==> src/hw/rtl/psmd_pkg.sv <==
// Package: shared types, constants and helpers for the PS/2 mouse packet decoder.
`default_nettype none

package psmd_pkg;

	localparam int COORD_WIDTH = 12;
	localparam int COORD_LIMIT = (1 << COORD_WIDTH) - 1;
	localparam int POS_W       = 12;
	localparam int WHEEL_W     = 15;
	localparam int CFG_DATA_W  = 12;
	localparam int CFG_IDX_W   = 2;
	localparam int NUM_EVENTS  = 5;

	localparam logic [7:0] HDR_SYNC_MASK = 8'hC0;
	localparam logic [7:0] HDR_X_SIGN    = 8'h10;
	localparam logic [7:0] HDR_Y_SIGN    = 8'h20;
	localparam logic [7:0] HDR_BTN_MASK  = 8'h07;

	localparam logic [CFG_IDX_W-1:0] CFG_WHEEL_MODE = 2'd0;
	localparam logic [CFG_IDX_W-1:0] CFG_X_MAX      = 2'd1;
	localparam logic [CFG_IDX_W-1:0] CFG_Y_MAX      = 2'd2;

	localparam logic [CFG_DATA_W-1:0] X_MAX_RESET = 12'd1024;
	localparam logic [CFG_DATA_W-1:0] Y_MAX_RESET = 12'd768;

	typedef enum logic [2:0] {
		EV_MOVE        = 3'd0,
		EV_LEFT_DOWN   = 3'd1,
		EV_LEFT_UP     = 3'd2,
		EV_RIGHT_DOWN  = 3'd3,
		EV_RIGHT_UP    = 3'd4,
		EV_MIDDLE_DOWN = 3'd5,
		EV_MIDDLE_UP   = 3'd6,
		EV_WHEEL       = 3'd7
	} ev_kind_t;

	typedef enum logic [1:0] {
		POS_HEADER = 2'd0,
		POS_XMOT   = 2'd1,
		POS_YMOT   = 2'd2,
		POS_WHEEL  = 2'd3
	} byte_pos_t;

	typedef struct packed {
		logic                  wheel_mode;
		logic [CFG_DATA_W-1:0] x_max;
		logic [CFG_DATA_W-1:0] y_max;
	} cfg_t;

	// event mask order: move, left, right, middle, wheel
	typedef struct packed {
		logic [NUM_EVENTS-1:0]     mask;
		logic [COORD_WIDTH-1:0]    x;
		logic [COORD_WIDTH-1:0]    y;
		logic [2:0]                btn;
		logic signed [WHEEL_W-1:0] wheel;
	} pkt_t;

	function automatic logic [COORD_WIDTH-1:0] clamp_coord(
		input logic signed [COORD_WIDTH+1:0] v,
		input logic [CFG_DATA_W-1:0]         maxv
	);
		logic [COORD_WIDTH-1:0] hi;
		if (int'(maxv) > COORD_LIMIT) begin
			hi = COORD_WIDTH'(COORD_LIMIT);
		end else begin
			hi = COORD_WIDTH'(maxv);
		end
		if (v < 0) begin
			return '0;
		end else if (v > signed'({2'b00, hi})) begin
			return hi;
		end else begin
			return v[COORD_WIDTH-1:0];
		end
	endfunction

endpackage

`default_nettype wire

==> src/hw/rtl/psmd_framer.sv <==
// Packet framer: byte position, motion and pointer state, event set of a finished packet.
`default_nettype none

module psmd_framer (
	input  wire logic           clk,
	input  wire logic           arst_n,
	input  wire psmd_pkg::cfg_t cfg,
	input  wire logic           byte_valid,
	input  wire logic [7:0]     byte_data,
	input  wire logic           advance,
	output logic                finish,
	output psmd_pkg::pkt_t      pkt
);
	import psmd_pkg::*;

	byte_pos_t              pos_q, pos_d;
	logic [7:0]             hdr_q, xm_q, ym_q;
	logic [COORD_WIDTH-1:0] ptr_x_q, ptr_y_q;
	logic [2:0]             prev_btn_q;

	logic [7:0]                ym;
	logic signed [8:0]         dx;
	logic signed [9:0]         dy;
	logic signed [7:0]         dz;
	logic signed [WHEEL_W-1:0] wz;
	logic                      moved;
	logic [2:0]                btn, chg;
	logic signed [COORD_WIDTH+1:0] sum_x, sum_y;
	logic                      hdr_ok;

	assign hdr_ok = (byte_data & HDR_SYNC_MASK) == 8'h00;

	always_comb begin
		pos_d = pos_q;
		case (pos_q)
			POS_HEADER: if (hdr_ok) begin
				pos_d = POS_XMOT;
			end
			POS_XMOT:   pos_d = POS_YMOT;
			POS_YMOT:   pos_d = cfg.wheel_mode ? POS_WHEEL : POS_HEADER;
			POS_WHEEL:  pos_d = POS_HEADER;
			default:    pos_d = POS_HEADER;
		endcase
	end

	always_comb begin
		finish = byte_valid &&
			((pos_q == POS_YMOT && !cfg.wheel_mode) || pos_q == POS_WHEEL);
		ym     = (pos_q == POS_YMOT) ? byte_data : ym_q;
		dx     = signed'({((hdr_q & HDR_X_SIGN) != 8'h00), xm_q});
		dy     = -10'(signed'({((hdr_q & HDR_Y_SIGN) != 8'h00), ym}));
		dz     = (pos_q == POS_WHEEL) ? signed'(byte_data) : 8'sd0;
		wz     = WHEEL_W'(dz);
		moved  = (dx != 9'sd0) || (dy != 10'sd0);
		btn    = 3'(hdr_q & HDR_BTN_MASK);
		chg    = btn ^ prev_btn_q;
		sum_x  = signed'({2'b00, ptr_x_q}) + (COORD_WIDTH+2)'(dx);
		sum_y  = signed'({2'b00, ptr_y_q}) + (COORD_WIDTH+2)'(dy);

		pkt.x     = moved ? clamp_coord(sum_x, cfg.x_max) : ptr_x_q;
		pkt.y     = moved ? clamp_coord(sum_y, cfg.y_max) : ptr_y_q;
		pkt.btn   = btn;
		pkt.wheel = (wz <<< 7) - (wz <<< 3);
		pkt.mask  = {dz != 8'sd0, chg, moved};
	end

	always_ff @(posedge clk or negedge arst_n) begin
		if (!arst_n) begin
			pos_q      <= POS_HEADER;
			hdr_q      <= '0;
			xm_q       <= '0;
			ym_q       <= '0;
			ptr_x_q    <= '0;
			ptr_y_q    <= '0;
			prev_btn_q <= '0;
		end else if (advance) begin
			pos_q <= pos_d;
			case (pos_q)
				POS_HEADER: if (hdr_ok) begin
					hdr_q <= byte_data;
				end
				POS_XMOT:   xm_q <= byte_data;
				POS_YMOT:   ym_q <= byte_data;
				default:    ;
			endcase
			if (finish) begin
				ptr_x_q    <= pkt.x;
				ptr_y_q    <= pkt.y;
				prev_btn_q <= pkt.btn;
			end
		end
	end

endmodule

`default_nettype wire

==> src/hw/rtl/ps2_mouse_packet_decoder_top.sv <==
// PS/2 mouse packet decoder top level: config registers, input stage, event set and output register.
// Raw mouse bytes enter a one-deep input register and are framed into 3-byte packets, or
// 4-byte packets when wheel_mode is set; headers with bits 7:6 not both zero are dropped.
// A byte that does not complete a packet moves on in the cycle after it is taken, so such
// bytes are taken one per cycle. The completing byte turns into a set of up to five events
// (move, left, right and middle button changes, wheel), which then leave through the output
// register at one event per cycle while out_stall is low; the completing byte of the next
// packet waits in the input register until the previous packet's last event has entered the
// output register. A completing byte passes from the input register into the pending event
// set, and from there each event moves into the output register. Every event carries the
// pointer position after its packet, and last_event marks the final event of each packet.
`default_nettype none

module ps2_mouse_packet_decoder_top (
	input  wire logic                              clk,
	input  wire logic                              arst_n,
	input  wire logic                              wr_en,
	input  wire logic [psmd_pkg::CFG_IDX_W-1:0]    wr_index,
	input  wire logic [psmd_pkg::CFG_DATA_W-1:0]   wr_data,
	input  wire logic                              in_valid,
	output logic                                   in_stall,
	input  wire logic [7:0]                        rx_byte,
	output logic                                   out_valid,
	input  wire logic                              out_stall,
	output logic [2:0]                             event_kind,
	output logic [psmd_pkg::POS_W-1:0]             pos_x,
	output logic [psmd_pkg::POS_W-1:0]             pos_y,
	output logic signed [psmd_pkg::WHEEL_W-1:0]    wheel_amount,
	output logic [2:0]                             button_bits,
	output logic                                   last_event
);
	import psmd_pkg::*;

	cfg_t cfg_q;

	logic       valid_s1;
	logic [7:0] byte_s1;
	logic       advance, finish;
	pkt_t       pkt;

	logic [NUM_EVENTS-1:0]     pend_mask_q;
	logic [COORD_WIDTH-1:0]    pend_x_q, pend_y_q;
	logic [2:0]                pend_btn_q;
	logic signed [WHEEL_W-1:0] pend_wheel_q;

	logic                      out_valid_q;
	ev_kind_t                  kind_q;
	logic [POS_W-1:0]          pos_x_q, pos_y_q;
	logic signed [WHEEL_W-1:0] wheel_q;
	logic [2:0]                btn_q;
	logic                      last_q;

	logic                  load_out;
	logic [NUM_EVENTS-1:0] pop, mask_after;
	ev_kind_t              kind_d;
	logic signed [WHEEL_W-1:0] wheel_d;

	always_ff @(posedge clk or negedge arst_n) begin
		if (!arst_n) begin
			cfg_q.wheel_mode <= 1'b0;
			cfg_q.x_max      <= X_MAX_RESET;
			cfg_q.y_max      <= Y_MAX_RESET;
		end else if (wr_en) begin
			case (wr_index)
				CFG_WHEEL_MODE: cfg_q.wheel_mode <= wr_data[0];
				CFG_X_MAX:      cfg_q.x_max      <= wr_data;
				CFG_Y_MAX:      cfg_q.y_max      <= wr_data;
				default:        ;
			endcase
		end
	end

	// input stage
	assign in_stall = valid_s1 && !advance;

	always_ff @(posedge clk or negedge arst_n) begin
		if (!arst_n) begin
			valid_s1 <= 1'b0;
		end else if (!in_stall) begin
			valid_s1 <= in_valid;
		end
	end

	always_ff @(posedge clk) begin
		if (in_valid && !in_stall) begin
			byte_s1 <= rx_byte;
		end
	end

	psmd_framer u_framer (
		.clk        (clk),
		.arst_n     (arst_n),
		.cfg        (cfg_q),
		.byte_valid (valid_s1),
		.byte_data  (byte_s1),
		.advance    (advance),
		.finish     (finish),
		.pkt        (pkt)
	);

	// pick the lowest pending event for the output register
	always_comb begin
		load_out = (pend_mask_q != '0) && (!out_valid_q || !out_stall);
		pop      = load_out ? (pend_mask_q & (~pend_mask_q + NUM_EVENTS'(1))) : '0;
		mask_after = pend_mask_q & ~pop;
		advance  = valid_s1 && (!finish || mask_after == '0);

		kind_d  = EV_MOVE;
		wheel_d = '0;
		case (pop)
			5'b00001: kind_d = EV_MOVE;
			5'b00010: kind_d = pend_btn_q[0] ? EV_LEFT_DOWN : EV_LEFT_UP;
			5'b00100: kind_d = pend_btn_q[1] ? EV_RIGHT_DOWN : EV_RIGHT_UP;
			5'b01000: kind_d = pend_btn_q[2] ? EV_MIDDLE_DOWN : EV_MIDDLE_UP;
			5'b10000: begin
				kind_d  = EV_WHEEL;
				wheel_d = pend_wheel_q;
			end
			default: ;
		endcase
	end

	always_ff @(posedge clk or negedge arst_n) begin
		if (!arst_n) begin
			pend_mask_q <= '0;
		end else if (advance && finish) begin
			pend_mask_q <= pkt.mask;
		end else begin
			pend_mask_q <= mask_after;
		end
	end

	always_ff @(posedge clk) begin
		if (advance && finish) begin
			pend_x_q     <= pkt.x;
			pend_y_q     <= pkt.y;
			pend_btn_q   <= pkt.btn;
			pend_wheel_q <= pkt.wheel;
		end
	end

	// output register
	always_ff @(posedge clk or negedge arst_n) begin
		if (!arst_n) begin
			out_valid_q <= 1'b0;
		end else if (load_out) begin
			out_valid_q <= 1'b1;
		end else if (!out_stall) begin
			out_valid_q <= 1'b0;
		end
	end

	always_ff @(posedge clk) begin
		if (load_out) begin
			kind_q  <= kind_d;
			pos_x_q <= POS_W'(pend_x_q);
			pos_y_q <= POS_W'(pend_y_q);
			wheel_q <= wheel_d;
			btn_q   <= pend_btn_q;
			last_q  <= (mask_after == '0);
		end
	end

	assign out_valid    = out_valid_q;
	assign event_kind   = kind_q;
	assign pos_x        = pos_x_q;
	assign pos_y        = pos_y_q;
	assign wheel_amount = wheel_q;
	assign button_bits  = btn_q;
	assign last_event   = last_q;

`ifndef ASSERT_OFF
	a_more_follow: assert property (@(posedge clk) disable iff (!arst_n)
		out_valid && !out_stall && !last_event |-> pend_mask_q != '0)
		else $error("non-final event delivered with no event pending");

	a_wheel_only: assert property (@(posedge clk) disable iff (!arst_n)
		out_valid && wheel_amount != '0 |-> event_kind == EV_WHEEL)
		else $error("wheel amount on a non-wheel event");

	a_no_overwrite: assert property (@(posedge clk) disable iff (!arst_n)
		advance && finish |-> mask_after == '0)
		else $error("packet finished while events still pending");
`endif

endmodule

`default_nettype wire

==> config.mk <==
export PLATFORM = sky130hd
export DESIGN_NAME = ps2_mouse_packet_decoder_top
export DESIGN_NICKNAME = d
export VERILOG_FILES = /design/src/hw/rtl/psmd_pkg.sv /design/src/hw/rtl/psmd_framer.sv /design/src/hw/rtl/ps2_mouse_packet_decoder_top.sv
export SDC_FILE = /design/constraint.sdc
export NUM_CORES = 1
export LEC_CHECK = 0
export BUFFER_PORTS_ARGS = -buffer_cell sky130_fd_sc_hd__buf_2
export CAP_MARGIN = 25
export CORE_AREA = 8 8 119 230
export CTS_CLUSTER_SIZE = 28
export DETAILED_ROUTE_END_ITERATION = 10
export DIE_AREA = 0 0 127 238
export SKIP_LAST_GASP = 1
export SYNTH_ARGS = -nofsm -noshare
export SYNTH_HDL_FRONTEND = slang
export SYNTH_SLANG_ARGS = --single-unit
==> constraint.sdc <==
create_clock -name clk -period 6.18 [get_ports clk]
set_input_delay 0 -clock clk [delete_from_list [all_inputs] [get_ports clk]]
set_output_delay 0 -clock clk [all_outputs]
set_load 0.005 [all_outputs]
Word level (Yosys, flattened, before mapping)
Index checks and enable logic that the tools add are counted.
{"block": "op_classes", "n_addsub": 5, "magnitude_cmp": 4, "eq_ne": 11, "n_mux": 19, "bitwise_logic": 5, "n_reduce_logical": 32}
{"cell": "12-bit two-way mux", "count": 6}
{"cell": "14-bit by 13-bit > comparator with 1-bit output", "count": 2}
{"cell": "14-bit by 1-bit < comparator with 1-bit output (second input constant)", "count": 2}
{"cell": "8-bit two-way mux", "count": 2}
{"cell": "15-bit by 11-bit subtractor with 15-bit output", "count": 1}
{"cell": "13-bit by 10-bit adder with 14-bit output", "count": 1}
{"cell": "13-bit by 9-bit adder with 14-bit output", "count": 1}
{"cell": "3-bit one-hot mux with 4 select lines", "count": 1}
{"cell": "2-bit AND reduction", "count": 6}
{"cell": "5-bit bitwise AND", "count": 2}
{"cell": "5-bit two-way mux", "count": 2}
{"cell": "9-bit negator with 10-bit output", "count": 1}
{"cell": "5-bit NOT", "count": 2}
{"cell": "10-bit nonzero test", "count": 1}
{"cell": "9-bit nonzero test", "count": 1}
{"cell": "8-bit zero test", "count": 1}
{"cell": "2-bit two-way mux", "count": 4}
{"cell": "2-bit one-hot mux with 4 select lines", "count": 1}
{"cell": "8-bit nonzero test", "count": 1}
{"cell": "1-bit logical AND", "count": 7}
{"cell": "2-bit == test (second input constant)", "count": 3}
{"cell": "1-bit zero test", "count": 6}
{"cell": "5-bit by 1-bit adder with 5-bit output (second input constant)", "count": 1}
{"cell": "5-bit by 2-bit == test with 1-bit output (second input constant)", "count": 1}
{"cell": "13 further kinds", "count": 20}
{"block": "totals", "register_bits": 179, "in_bits": 27, "out_inout_bits": 48, "word_cells": 100}

Depth between registers and ports, before layout
Gate-level depths: netlist of the first run.
{"block": "depth", "word_depth": 13, "mapped_depth": 23, "ltp_nobuf": 21}

Cells and area by module
From an unflattened synthesis of the first run, not the netlist that was laid out.
{"block": "hier_totals", "hier_cells": 814, "area_unflattened_um2": 9656.8}
{"mod": "psmd_framer", "n_inst": 1, "cells_each": 570, "area_per_inst_um2": 5163.7, "seq_area_each_um2": 1251.2}
{"mod": "ps2_mouse_packet_decoder_top", "n_inst": 1, "cells_each": 244, "area_per_inst_um2": 4493.1, "seq_area_each_um2": 3687.3}

Worst setup path before layout of the first run
Ideal clock, no wire load.
{"block": "synth_path", "kind": "register to register", "from": "register u_framer.pos_q[0]", "to": "register pend_y_q[2] (data pin)", "setup_time_ns": 0.259, "arrival_ns": 4.485, "required_time_ns": 5.921, "setup_slack_ns": 1.436, "stages_incl_launch_ff": 22, "path_buffers": 2, "synth_period_minus_slack_ns": 4.744, "cell_sequence": "dfrtp_1 > nand2b_4 > buf_6 > mux2_4 > inv_1 > ha_1 > a21boi_0 > or2_1 > ha_1 > nand2_1 > o311ai_1 > o211ai_1 > o311ai_2 > xnor2_1 > ha_1 > a22o_1 > nor4_1 > nor3_1 > o22ai_2 > buf_6 > mux2i_1 > o21ai_1"}
{"element": "from (decl)", "line_no": "psmd_framer.sv:16", "rtl": "byte_pos_t pos_q, pos_d;"}
{"element": "from (signal assigned)", "line_no": "psmd_framer.sv:77", "rtl": "pos_q <= pos_d;"}
{"element": "to (signal assigned)", "line_no": "ps2_mouse_packet_decoder_top.sv:136", "rtl": "pend_y_q <= pkt.y;"}
{"element": "to (decl)", "line_no": "ps2_mouse_packet_decoder_top.sv:42", "rtl": "logic [COORD_WIDTH-1:0] pend_x_q, pend_y_q;"}

==> results of run 1 <==
==> through the flow <==
stage               worst slack [ns]   util  cell area [sq um]  hold WS (ns)  cells
floorplan                       1.44      -               9550        -0.296    847
global route                   0.132  0.453              11000        0.0889   1240
detailed placement             0.605  0.418              10200       0.00983   1184
CTS                            0.571  0.453              11000        0.0623   1240
global placement               0.703  0.418              10200       0.00671   1184
finish                         0.555  0.453              11000        0.0643   1240
==> cell families after synthesis <==
logic type / Yosys count / share of synthesized area
flops: 172 / 0.499
xor+xnor: 35 / 0.0321
buf+inv: 75 / 0.0362
compound gates: 185 / 0.132
simple gates: 228 / 0.119
other cells: 1 / 0.000393
fa+ha+maj: 67 / 0.0891
mux: 82 / 0.0926
==> flip-flops by register name (all words and copies together) (netlist names), 5 cells and up <==
register / flops
u_framer.ptr_x_q: 12
u_framer.ym_q: 8
u_framer.xm_q: 8
pend_wheel_q: 12
byte_s1: 8
pend_x_q: 12
pend_y_q: 12
cfg_q: 25
pos_x: 12
wheel_amount: 12
u_framer.hdr_q: 5
u_framer.ptr_y_q: 12
pend_mask_q: 5
pos_y: 12
==> area by class of cell <==
cell class                      count  area share
Tap cell                          290      0.0330
Clock buffer                       20      0.0455
Inverter                           43      0.0147
Sequential cell                   172       0.432
Clock inverter                     12     0.00977
Timing Repair Buffer              103      0.0598
Multi-Input combinational cell    600       0.405
==> cells in the mapped netlist, types with 4 or more instances <==
cell type  number
buf_6           4
nor2b_1         4
o21a_1          9
xor2_1         15
a211oi_1       10
nand3b_1        4
nor4_1          6
clkbuf_1       11
and2_1         16
a21oi_1        25
o21ai_0        33
nand3_1        18
a21o_1         11
nand4_1         6
buf_4           6
o21ai_1        32
buf_2           9
ha_1           64
nor2_1         42
nor3_1         12
dfrtp_1        79
edfxtp_1       90
mux2i_1        35
nand2_1        86
or3_1           7
mux2_2         46
nand2b_1        4
inv_1          43
or2_2           6
o211ai_1       12
and3_1          4
o2111ai_1       9
xnor2_1        20
==> layer usage <==
| layer | vias up | share of wire | GRT usage |
|---|---|---|---|
| met5 | - | 0 | 0 |
| met3 | 52 | 0.031 | 0.0295 |
| li1 | 3273 | - | - |
| met4 | 0 | 0.058 | 0.114 |
| met1 | 3245 | 0.37 | 0.147 |
| met2 | 135 | 0.54 | 0.292 |
==> how the worst min path moves through the flow <==
stage | from | end | cells past startpoint
floorplan | arst_n | cfg_q[0]$_DFFE_PN0P_ | 0
global placement | arst_n | cfg_q[20]$_DFFE_PN0P_ | 1
detailed placement | arst_n | cfg_q[20]$_DFFE_PN0P_ | 1
CTS | arst_n | cfg_q[7]$_DFFE_PN0P_ | 2
global route | arst_n | cfg_q[7]$_DFFE_PN0P_ | 2
finish | arst_n | cfg_q[20]$_DFFE_PN0P_ | 2
==> what timing repair did <==
action | in CTS | in global routing
hold endpoints to repair | 70 | 0
hold buffers | 24 | 0
gates resized for setup | 0 | 0
==> worst reg2reg max path, delay by kind of cell, from the launching register on <==
family	cells	cell delay, ns
AOI/OAI and AO/OA	7	1.74
xor gates and xnor gates	1	0.21
buffers and inverters	2	0.37
DFF	1	0.51
adders and majority gates	3	0.84
muxes	2	0.63
and+or+nand+nor	5	1.08
==> flow_metrics.tcl, run 1 <==
set metrics [dict create \
    grt_max_degree 68 \
    setup_viol 0 \
    crit_end "pend_y_q[10]$_DFFE_PP_" \
    max_freq_ghz 0.178 \
    tightest_slew_ns 0.896 \
    seq_area_sq_um 4760 \
    cp.required_ns 6.38 \
    ff2ff_path_depth 20 \
    netlist-cell-type-count 78 \
    yosysTopAreaCellShare 0.283 \
    final_common_cell "edfxtp_1" \
    cp_max_fo 14 \
    cts_htree_levels 4 \
    io_buffers 71 \
    io_pins 75 \
    die_y_um 238 \
    syn_inst 845 \
    cts_buffers 17 \
    drtIter0Drc 289 \
    drv_cap 0 \
    postRouteAntennaNets 0 \
    crit_slowest_cell "dfrtp_1" \
    fin_skew_ns 0.0112 \
    path_buf_inv 2 \
    firstDrtPassIters 6 \
    fp.dieW_um 127 \
    synthArstFlopShare 0.477 \
    fin_crit_ns 5.62 \
    initial_utilization 0.392 \
    cts_root_buffer "clkbuf_16" \
    synth_area_leaders "edfxtp_1, dfrtp_1, ha_1, mux2_2, mux2i_1" \
    yosys_warnings 0 \
    grt_overflow_total 0 \
    netlist_area_sq_um 9540 \
    syn_to_final_growth_pct 15.4 \
    rows 81 \
    postCtsSetupRepairBufs 0 \
    cp_num_cells 20 \
    fillers 2281 \
    place_congestion 0.857 \
    vias 6705 \
    final_net_count 1030 \
    clk_latency_ns 0.45 \
    start_kind "flip-flop" \
    die-area_sq_um 30200 \
    r2r_end "pend_y_q[10]$_DFFE_PP_" \
    cp_cell_sequence "nand2b_4 -> mux2_4 -> inv_1 -> ha_1 -> a21boi_0 -> or2_1 -> ha_1 -> nand2_1 -> o311ai_1 -> o211ai_1 -> o311ai_2 -> xnor2_1 -> ha_1 -> a22o_1 -> nor4_1 -> nor3_1 -> o22ai_2 -> buf_4 -> mux2i_1 -> o21ai_1" \
    grt_usage 0.156 \
    hold_class "in -> async" \
    worstPathArrival_ns 5.82 \
    synth_ff_type "edfxtp_1" \
    drc 0 \
    clk_pin_slew_ns 0.07 \
    cts_tree "done" \
    drv_slew 0 \
    diodes 0 \
    ys_seq_area_frac 0.499 \
    grt_pass1_vias 6960 \
    grt_pass1_wl_mm 36.0 \
    max_stage_delay_ns 0.51 \
    coreArea_sq_um 24300 \
    tns_ns 0 \
    multi_input_area_sq_um 4460 \
    crit_top_cell "ha_1" \
    synth_edf_count 90 \
    antenna_found_initial 0 \
    maxSlewHeadroom 0.403 \
    wl_per_cell_um 18.3 \
    wl_mm 22.7 \
    end_kind "flip-flop" \
    hpwlAfterDp_mm 17.6 \
    timing.critical_path.from "u_framer.pos_q[0]$_DFFE_PN0P_" \
    fin_crit_sh 0.910 \
    crit_family "compound AO/OA/AOI/OAI gates" \
    drive_gt1_frac 0.193 \
    crit_type "reg -> reg" \
    finalHoldViolCount 0 \
    layout_common_cells "edfxtp_1, nand2_1, dfrtp_1" \
    synth-seq-cells 172 \
    outcome "complete, no violations" \
    clock_path_buffers 2 \
    rrSetupSlack_ns 0.56 \
    synth_top_area_cell "edfxtp_1" \
    syn_avg_cell_area_sq_um 11.3 \
    r2r-start "u_framer.pos_q[0]$_DFFE_PN0P_" \
    via_per_inst 5.41 \
    cts.sinks 172 \
    rsz0062_at_grt "false" \
]
Power of run 1 is left out: the tool's default activity adds up to more than one toggle a clock period on the data nets, which glitch-free logic cannot reach.
==> run 2, diff against run 1 <==
- CELL_PAD_IN_SITES_DETAIL_PLACEMENT: unset -> 0
- CELL_PAD_IN_SITES_GLOBAL_PLACEMENT: unset -> 1
- PLACE_DENSITY_LB_ADDON: unset -> 0.1
==> flow_metrics.tcl, run 2 (synthesis results as in run 1) <==
set metrics [dict create \
    outcome "complete, no violations" \
    worstPathArrival_ns 5.74 \
    cts_root_buffer "clkbuf_16" \
    postRouteAntennaNets 0 \
    io_pins 75 \
    crit_type "reg -> reg" \
    antenna_found_initial 0 \
    rows 81 \
    syn_to_final_growth_pct 15.4 \
    fp.dieW_um 127 \
    drc 0 \
    io_buffers 71 \
    fin_crit_sh 0.900 \
    clk_latency_ns 0.45 \
    end_kind "flip-flop" \
    grt_pass1_vias 6941 \
    seq_area_sq_um 4760 \
    cts_resized 0 \
    grt_overflow_total 0 \
    cts_buffers 17 \
    cp.required_ns 6.36 \
    die_y_um 238 \
    hpwlAfterDp_mm 19.7 \
    setup_viol 0 \
    regMostFlops "cfg_q" \
    grt_pass1_wl_mm 38.8 \
    timing.critical_path.from "u_framer.pos_q[0]$_DFFE_PN0P_" \
    drtIter0Drc 292 \
    cts_tree "done" \
    via_per_inst 5.44 \
    tns_ns 0 \
    cp_max_fo 14 \
    vias 6751 \
    fin_crit_ns 5.56 \
    hold_class "in -> async" \
    r2r-start "u_framer.pos_q[0]$_DFFE_PN0P_" \
    max_freq_ghz 0.180 \
    final_common_cell "edfxtp_1" \
    hold_buffers 24 \
    largest_reg_flops 25 \
    clock_path_buffers 2 \
    wl_per_cell_um 20.1 \
    drv_slew 0 \
    grt_usage 0.170 \
    maxSlewHeadroom 0.372 \
    ff2ff_path_depth 20 \
    start_kind "flip-flop" \
    diodes 0 \
    grt_max_degree 46 \
    fillers 2277 \
    layout_common_cells "edfxtp_1, nand2_1, dfrtp_1" \
    postCtsSetupRepairBufs 0 \
    rsz0062_at_grt "false" \
    drive_gt1_frac 0.194 \
    fin_skew_ns 0.00878 \
    place_congestion 0.809 \
    rrSetupSlack_ns 0.62 \
    crit_end "pend_y_q[11]$_DFFE_PP_" \
    r2r_end "pend_y_q[11]$_DFFE_PP_" \
    drv_cap 0 \
    coreArea_sq_um 24300 \
    cts_htree_levels 4 \
    wl_mm 24.9 \
    initial_utilization 0.392 \
    final_net_count 1030 \
    firstDrtPassIters 4 \
    clk_pin_slew_ns 0.06 \
    finalHoldViolCount 0 \
    tightest_slew_ns 0.942 \
    die-area_sq_um 30200 \
    cts.sinks 172 \
    multi_input_area_sq_um 4460 \
]
==> run 2: cell count changes in the layout (fill, tap and decap cells not counted), moves of 2 or more <==
cell / delta
inv_6: -6
clkbuf_8: +4
clkbuf_16: -2
clkinv_2: +2
==> run 2: critical path, stage by stage (launching register included) <==
cell and delay (ns):
dfrtp_1 0.52, nand2b_4 0.33, mux2_4 0.38, inv_1 0.10, ha_1 0.23, a21boi_0 0.13, or2_1 0.29, ha_1 0.33
nand2_1 0.07, o311ai_1 0.33, o211ai_1 0.24, o311ai_2 0.49, xnor2_1 0.21, ha_1 0.30, a22o_1 0.21, nor4_1 0.24
nor3_1 0.13, o22ai_2 0.12, buf_4 0.26, mux2i_1 0.26, o22ai_1 0.12
==> run 2: worst min-delay path by stage <==
stage	start	endpoint	slack (ns)
after floorplan	arst_n	cfg_q[0]$_DFFE_PN0P_	-0.30
after global placement	arst_n	pend_mask_q[3]$_DFF_PN0_	0.01
after detailed placement	arst_n	pend_mask_q[3]$_DFF_PN0_	0.02
after CTS	out_stall	pend_mask_q[0]$_DFF_PN0_	0.06
after global routing	out_stall	pend_mask_q[0]$_DFF_PN0_	0.11
final	arst_n	pend_mask_q[3]$_DFF_PN0_	0.06
==> run 2: stage by stage <==
step	utilization	worst slack [ns]	area (sq um)	cells	hold WS, ns
floorplan	-	1.44	9550	847	-0.296
global placement	0.418	0.759	10200	1184	0.0130
detailed placement	0.418	0.651	10200	1184	0.0183
CTS	0.453	0.607	11000	1240	0.0621
global route	0.453	0.245	11000	1240	0.105
finish	0.453	0.619	11000	1240	0.0637
==> run 2: area by class of cell <==
class / count / share of cell area
sequential: 172 / 0.432
multi-input combinational: 600 / 0.405
timing repair buffer: 103 / 0.0598
clock buffer: 22 / 0.0459
tap: 290 / 0.0330
inverter: 43 / 0.0147
clock inverter: 10 / 0.00932
==> run 2: layer usage <==
metal,vias to the layer above,track usage,wire length [um]
li1,3280,-,-
met1,3293,0.169,9200
met2,140,0.321,13800
met3,38,0.0349,829
met4,0,0.0867,1050
met5,-,0,0
Power of run 2 is left out for the same reason.
